==> src/hw/rtl/dic_pkg.sv <==
package dic_pkg;

    // Two-bit signed sign codes used on the result ports.
    typedef logic signed [1:0] sign_t;

    localparam sign_t SIGN_ZERO = 2'sb00;
    localparam sign_t SIGN_POS  = 2'sb01;
    localparam sign_t SIGN_NEG  = 2'sb11;

    // Load enables for the two register stages inside a lifted-term multiplier.
    typedef struct packed {
        logic part_en;
        logic sum_en;
    } dic_mul_ctl_t;

    function automatic sign_t sign_code(input logic neg, input logic zero);
        sign_t s;
        if (zero)
        begin
            s = SIGN_ZERO;
        end
        else if (neg)
        begin
            s = SIGN_NEG;
        end
        else
        begin
            s = SIGN_POS;
        end
        return s;
    endfunction

endpackage

==> src/hw/rtl/dic_term_mul.sv <==
module dic_term_mul #(
    parameter int COORD_WIDTH = 16
) (
    input  logic                              clk,
    input  dic_pkg::dic_mul_ctl_t             ctl,
    input  logic [2*COORD_WIDTH+1:0]          lift,
    input  logic signed [2*COORD_WIDTH+2:0]   minor,
    output logic signed [4*COORD_WIDTH+5:0]   term
);
    import dic_pkg::*;

    localparam int W       = COORD_WIDTH;
    localparam int H       = W + 1;
    localparam int LIFT_W  = 2 * W + 2;
    localparam int MINOR_W = 2 * W + 3;
    localparam int PX_W    = 2 * W + 4;
    localparam int MID_W   = 2 * W + 6;
    localparam int TERM_W  = 4 * W + 6;

    logic [H-1:0]               lift_lo;
    logic [LIFT_W-H-1:0]        lift_hi;
    logic [H-1:0]               minor_lo;
    logic signed [MINOR_W-H-1:0] minor_hi;

    logic [2*H-1:0]             ll_reg, ll_next;
    logic [2*H-1:0]             hl_reg, hl_next;
    logic signed [PX_W-1:0]     lh_reg, lh_next;
    logic signed [PX_W-1:0]     hh_reg, hh_next;

    logic signed [MID_W-1:0]    mid;
    logic signed [TERM_W-1:0]   cat;
    logic signed [TERM_W-1:0]   term_reg, term_next;

    // The lift is non-negative; the minor is split into an unsigned low half
    // and a signed high half, so four narrow products make up the whole.
    assign lift_lo  = lift[H-1:0];
    assign lift_hi  = lift[LIFT_W-1:H];
    assign minor_lo = minor[H-1:0];
    assign minor_hi = minor[MINOR_W-1:H];

    always_comb
    begin
        ll_next = lift_lo * minor_lo;
        hl_next = lift_hi * minor_lo;
        lh_next = PX_W'($signed({1'b0, lift_lo})) * PX_W'(minor_hi);
        hh_next = PX_W'($signed({1'b0, lift_hi})) * PX_W'(minor_hi);
    end

    always_ff @(posedge clk)
    begin
        if (ctl.part_en)
        begin
            ll_reg <= ll_next;
            hl_reg <= hl_next;
            lh_reg <= lh_next;
            hh_reg <= hh_next;
        end
    end

    // The high-high and low-low products do not overlap, so they are simply
    // placed side by side; only the two cross products need adding in.
    always_comb
    begin
        mid       = MID_W'(lh_reg) + MID_W'($signed({1'b0, hl_reg}));
        cat       = $signed({hh_reg, ll_reg});
        term_next = cat + (TERM_W'(mid) <<< H);
    end

    always_ff @(posedge clk)
    begin
        if (ctl.sum_en)
        begin
            term_reg <= term_next;
        end
    end

    assign term = term_reg;

endmodule

==> config.mk <==
export PLATFORM = sky130hd
export DESIGN_NAME = dic_term_mul
export DESIGN_NICKNAME = d
export VERILOG_FILES = /design/src/hw/rtl/dic_pkg.sv /design/src/hw/rtl/dic_term_mul.sv
export SDC_FILE = /design/constraint.sdc
export NUM_CORES = 2
export LEC_CHECK = 0
export BUFFER_PORTS_ARGS = -buffer_cell sky130_fd_sc_hd__buf_2
export CAP_MARGIN = 10
export CORE_MARGIN = 4
export CORE_UTILIZATION = 45
export DETAILED_ROUTE_END_ITERATION = 10
export HOLD_SLACK_MARGIN = 0.05
export PLACE_DENSITY = 0.61
export SYNTH_ARGS = -nofsm -noshare
export SYNTH_HDL_FRONTEND = slang
export SYNTH_SLANG_ARGS = --single-unit
==> constraint.sdc <==
create_clock -name clk -period 6.8 [get_ports clk]
set_clock_uncertainty 0.15 [all_clocks]
set_input_delay 0.34 -clock clk [delete_from_list [all_inputs] [get_ports clk]]
set_output_delay 0.34 -clock clk [all_outputs]
set_load 0.02 [all_outputs]
Yosys cells after proc, flatten, opt, wreduce, memory -nomap -nowiden
Cells that the tools add are included.
Operators by class
  order comparisons: 0
  multiplexer cells: 0
  shifts and indexed selects: 0
  add/subtract/negate cells: 2
  bitwise operators: 0
  divide/modulo/power cells: 0
  $mul: 4
  equality and inequality tests: 0
  reduce and logical (&&, ||, !) cells: 0
Operators by type and width (number)
  18-bit by 18-bit multiplier with 36-bit output: 2
  70-bit by 54-bit adder with 70-bit output: 1
  17-bit by 17-bit multiplier with 34-bit output: 2
  36-bit by 35-bit adder with 37-bit output: 1
Word-level totals
  output and inout port bits: 70
  logic and storage cells: 11
  bits in read-only memories: 0
  bits of input ports: 72
  flip-flop bits (word level): 210
  latch bits: 0
  memories: 0
  bits in writable memories: 0

Logic depth before layout (Yosys ltp)
  depth in word-level cells: 2
  gate-level depth with buffers: 26
  depth with buffers taken out: 24

Least setup slack after synthesis
OpenSTA, ideal clock, no wires.
  kind: input to register
  start: input lift[26]
  end: register hh_reg[34] (data pin)
  data required time: 6.470 ns
  stages on the path: 23
  slack: -0.273 ns
  arrival time: 6.743 ns
  path through: clkbuf_1 > clkbuf_1 > nand2_1 > fa_1 > fa_1 > fa_1 > fa_1 > inv_1 > fa_1 > inv_1 > fa_1 > inv_1 > ha_1 > nand2_1 > o21ai_0 > a21o_1 > a221o_2 > a311o_2 > a221o_1 > a41o_1 > o211ai_2 > or4b_1 > o311ai_1
Between the ends
  word-level cells in the longest chain between the ends: 1
Ends and longest elaborated chain
  start: declaration: line dic_term_mul.sv:6  | input logic [2*COORD_WIDTH+1:0] lift,
  18-bit by 18-bit multiplier with 36-bit output: line dic_term_mul.sv:46  | hh_next = PX_W'($signed({1'b0, lift_hi})) * PX_W'(minor_hi);
  named net hh_next[34]: line dic_term_mul.sv:28  | logic signed [PX_W-1:0] hh_reg, hh_next;
  end signal: assignment: line dic_term_mul.sv:56  | hh_reg <= hh_next;
  end: declaration: line dic_term_mul.sv:28
The timed path passes the listed nets, and every way through them passes these cells.
A chain may end at the register's enable or synchronous reset.

Worst setup path after layout
  start: input lift[27]
  end: register hh_reg[35] (data pin)
The elaborated chain is that of the path after synthesis.

==> qor.txt <==
TIMING
----------------------------------------------------------------------------------
Highest achievable clock rate                                            0.152 GHz
Post-route worst hold slack                                               0.104 ns
Pin slew with the least headroom to its limit                              1.13 ns
Max-slew violations                                                              0
Final setup violation count                                                      0
Aggregate negative setup slack                                                0 ns
Final Hold Violating Endpoints                                                   0
Final min period                                                           6.56 ns
Relative slew slack                                                          25.0%
Final critical-path share of the clock period                                96.5%
Final setup margin                                                        0.235 ns

FLOORPLAN
----------------------------------------------------------------------------------
Width of the chip                                                           342 um
Core region area                                                       111,000 um2
Initial Util                                                                 45.3%
Placement Rows                                                                 122
Vertical die dimension                                                      342 um
Area enclosed by the die boundary                                      117,000 um2
Ports placed on the boundary                                                   142

GRT
----------------------------------------------------------------------------------
Initial antenna violation count                                                 13
Overall routing resource usage                                               23.4%
Global-route wire length before repair                                  216,000 um
Largest net degree at the start of global routing                               82
Sum of overflow across all layers after global routing                           0
Vias in the first global route                                               39.0k

LOGIC SYNTHESIS
----------------------------------------------------------------------------------
Cell area after synthesis                                               50,200 um2
Proportion of synthesized chip area in sequential cells                      12.6%
Number of flops mapped to enable cells by yosys                                210
Average cell area after synthesis                                         9.33 um2
Number of warning messages in the yosys log                                      0
Post-Syn Nets                                                                6,950
Flops & latches, synth                                                         210
Fraction of synthesis flops using an asynchronous set or reset pin              0%
Number of distinct library cells after synthesis                                67
Most used flip-flop cell after synthesis                              sky130_fd_sc_hd__edfxtp_1
Post-synthesis cell count                                                    5,384

ROUTE
----------------------------------------------------------------------------------
Total routed wirelength                                                 133,000 um
Residual antenna-violating net count after detailed routing                      0
Vias per cell                                                                 5.12
Number of design rule violations left after detail routing                       0
Per-cell routed wire length                                                18.3 um
Initial DRT Pass Iterations                                                      5
Initial detailed-routing violation count                                     2,247
Vias post-DR                                                                 37.2k

CLOCKING
----------------------------------------------------------------------------------
Library cell used as clock root buffer                                sky130_fd_sc_hd__clkbuf_16
Maximum root-to-sink buffer count                                                3
Number of clock buffers inserted by TritonCTS                                   27
Clock-pin transition on the worst setup and hold timing paths              0.06 ns
Number of H-tree levels                                                          1
Clock latency reported for the late side of the worst-skew pair            0.60 ns
CTS tree                                                                       yes
# Post-CTS Setup Buffers                                                         0
Clock sink total                                                               210

CRITICAL PATH
----------------------------------------------------------------------------------
Data arrival time at the worst-slack endpoint                              6.73 ns
Worst endpoint required time                                               6.97 ns
Kind of end point of the critical path                                   flip-flop
Category of the most critical setup path                              input pin to flip-flop
Element type at the critical path start                                  input pin
Worst-path maximum fanout                                                       11

FINAL LAYOUT
----------------------------------------------------------------------------------
Area of combinational cells with multiple inputs                        38,700 um2
Share of post-route cells with drive strength above 1                        11.1%
Net total in the final layout                                                7,313
P&R area growth vs syn                                                       12.6%
Fill cell total of the finished layout                                       10.4k
Flip-flop count of the largest register, all copies and words added             70
Register area                                                             6310 um2
Final std cells w/o fill                                                     7,260

PLACE
----------------------------------------------------------------------------------
GPL Wtd Cong                                                                 0.890
Inst Count DP                                                                7,205
Half-perimeter wire length of the detailed placement result             114,000 um
Worst slack at placement                                                 -0.451 ns
Count of input and output buffers                                              141

WORST HOLD PATH
----------------------------------------------------------------------------------
Class of the tightest hold or removal check                           input pin to flip-flop

JOB
----------------------------------------------------------------------------------
Number of max-cap violations                                                     0

STATUS
----------------------------------------------------------------------------------
Result of the run                                                        completed

-- cells in the mapped netlist (24+ instances only) --
cell type / n / area (um2)
sky130_fd_sc_hd__and3_1: 31 / 194
sky130_fd_sc_hd__nor2_1: 107 / 402
sky130_fd_sc_hd__o21a_1: 27 / 203
sky130_fd_sc_hd__edfxtp_1: 210 / 6310
sky130_fd_sc_hd__nand2b_1: 43 / 269
sky130_fd_sc_hd__fa_1: 930 / 18600
sky130_fd_sc_hd__nor2b_1: 24 / 150
sky130_fd_sc_hd__a31oi_1: 25 / 156
sky130_fd_sc_hd__xor2_1: 55 / 482
sky130_fd_sc_hd__a21o_1: 107 / 803
sky130_fd_sc_hd__xnor2_1: 141 / 1230
sky130_fd_sc_hd__clkbuf_1: 233 / 875
sky130_fd_sc_hd__inv_1: 1165 / 4370
sky130_fd_sc_hd__nand4_1: 24 / 150
sky130_fd_sc_hd__and2_1: 604 / 3780
sky130_fd_sc_hd__o21bai_1: 26 / 195
sky130_fd_sc_hd__o21ai_0: 77 / 385
sky130_fd_sc_hd__ha_1: 564 / 7060
sky130_fd_sc_hd__nand3_1: 31 / 155
sky130_fd_sc_hd__nand2_1: 637 / 2390
sky130_fd_sc_hd__a21oi_1: 163 / 816
-- logic make-up after synthesis --
kind of cell	count (synthesis)	share of synthesized area [%]
AO/OA/AOI/OAI	536	6.98
XOR/XNOR	196	3.42
adder cells (fa/ha/maj)	1494	51.1
buffers and inverters	1400	10.5
flip-flops	210	12.6
multiplexers	2	0.0448
AND/OR/NAND/NOR	1546	15.4
-- critical path, stage by stage --
cell and delay, ns:
sky130_fd_sc_hd__buf_2 0.30, sky130_fd_sc_hd__buf_4 0.19, sky130_fd_sc_hd__buf_4 0.18, sky130_fd_sc_hd__nand2_1 0.09, sky130_fd_sc_hd__fa_1 0.50, sky130_fd_sc_hd__inv_1 0.06, sky130_fd_sc_hd__fa_1 0.49, sky130_fd_sc_hd__fa_1 0.56
sky130_fd_sc_hd__fa_1 0.42, sky130_fd_sc_hd__fa_1 0.49, sky130_fd_sc_hd__inv_1 0.05, sky130_fd_sc_hd__fa_1 0.51, sky130_fd_sc_hd__inv_1 0.05, sky130_fd_sc_hd__ha_1 0.30, sky130_fd_sc_hd__a21o_1 0.16, sky130_fd_sc_hd__a21o_1 0.19
sky130_fd_sc_hd__a311o_1 0.37, sky130_fd_sc_hd__o31ai_1 0.35, sky130_fd_sc_hd__nand4_1 0.27, sky130_fd_sc_hd__a31oi_1 0.29, sky130_fd_sc_hd__a21oi_1 0.13, sky130_fd_sc_hd__a21o_1 0.19, sky130_fd_sc_hd__a21oi_1 0.16, sky130_fd_sc_hd__xnor2_1 0.07
-- placed cells by master, fill, tap and decap left out, types with 5 or more instances in the layout --
cell type | Yosys | layout
sky130_fd_sc_hd__buf_4 | 0 | 394
sky130_fd_sc_hd__fa_1 | 930 | 929
sky130_fd_sc_hd__buf_2 | 0 | 137
sky130_fd_sc_hd__inv_1 | 1165 | 1165
sky130_fd_sc_hd__nand2_1 | 637 | 637
sky130_fd_sc_hd__o21bai_1 | 26 | 26
sky130_fd_sc_hd__clkbuf_16 | 0 | 27
sky130_fd_sc_hd__clkinv_2 | 0 | 8
sky130_fd_sc_hd__o21ai_0 | 77 | 76
sky130_fd_sc_hd__edfxtp_1 | 210 | 210
sky130_fd_sc_hd__nor3_1 | 20 | 20
sky130_fd_sc_hd__nand2b_1 | 43 | 43
sky130_fd_sc_hd__a21boi_0 | 8 | 8
sky130_fd_sc_hd__ha_1 | 564 | 562
sky130_fd_sc_hd__nand3_1 | 31 | 31
sky130_fd_sc_hd__nor2b_1 | 24 | 24
sky130_fd_sc_hd__or3_1 | 10 | 10
sky130_fd_sc_hd__a211oi_1 | 20 | 20
sky130_fd_sc_hd__o211ai_1 | 7 | 7
sky130_fd_sc_hd__and2_1 | 604 | 604
sky130_fd_sc_hd__a21o_1 | 107 | 107
sky130_fd_sc_hd__and3_1 | 31 | 31
sky130_fd_sc_hd__nor2_1 | 107 | 107
sky130_fd_sc_hd__a2111oi_0 | 6 | 5
sky130_fd_sc_hd__o31ai_1 | 8 | 7
sky130_fd_sc_hd__buf_12 | 0 | 34
sky130_fd_sc_hd__xnor2_1 | 141 | 141
sky130_fd_sc_hd__diode_2 | 0 | 5
sky130_fd_sc_hd__nand4_1 | 24 | 24
sky130_fd_sc_hd__o21a_1 | 27 | 27
sky130_fd_sc_hd__xor2_1 | 55 | 55
sky130_fd_sc_hd__a31oi_1 | 25 | 25
sky130_fd_sc_hd__a21oi_1 | 163 | 162
-- metal layers --
metal	vias up	GRT usage, %	wire length, um
li1	17257	-	-
met3	119	3.25	8240
met2	971	38.4	61600
met5	-	0	13
met4	2	4.39	2510
met1	18845	33.5	60900
-- through the flow --
step,cell area [um2],utilization [%]
5_1_grt,56600,51.0
4_1_cts,56500,51.0
2_1_floorplan,50300,-
3_3_place_gp,55600,50.2
6_report,56600,51.0
3_5_place_dp,55600,50.2
-- final timing paths --
kind	start	end	slack [ns]	depth (start not counted)
setup / recovery	lift[27]	hh_reg[35]$_DFFE_PP_	0.24	24
hold / removal	ctl[1]	ll_reg[0]$_DFFE_PP_	0.10	1
setup reg to reg	lh_reg[4]$_DFFE_PP_	term[65]$_DFFE_PP_	0.55	21
hold reg to reg	ll_reg[3]$_DFFE_PP_	term[3]$_DFFE_PP_	0.27	0
-- layout make-up --
cell class	instances	share of cell area (%)
multi-input cells	3774	68.5
flip-flops and latches	210	11.1
inverters	1166	7.74
repair buffers	568	7.70
well taps	1488	3.29
clock buffers	29	1.21
clock inverters	20	0.411
diodes	5	0.0221
-- timing repair --
item | CTS | global route
gates resized for setup | 1 | 10
hold endpoints to repair | 23 | 0
gates cloned | 0 | 0
hold buffers | 1 | 0
setup endpoints to repair | 3 | 12
Power is not shown: default switching activity piles up to over one toggle a cycle in this logic, so the estimate is an artifact.
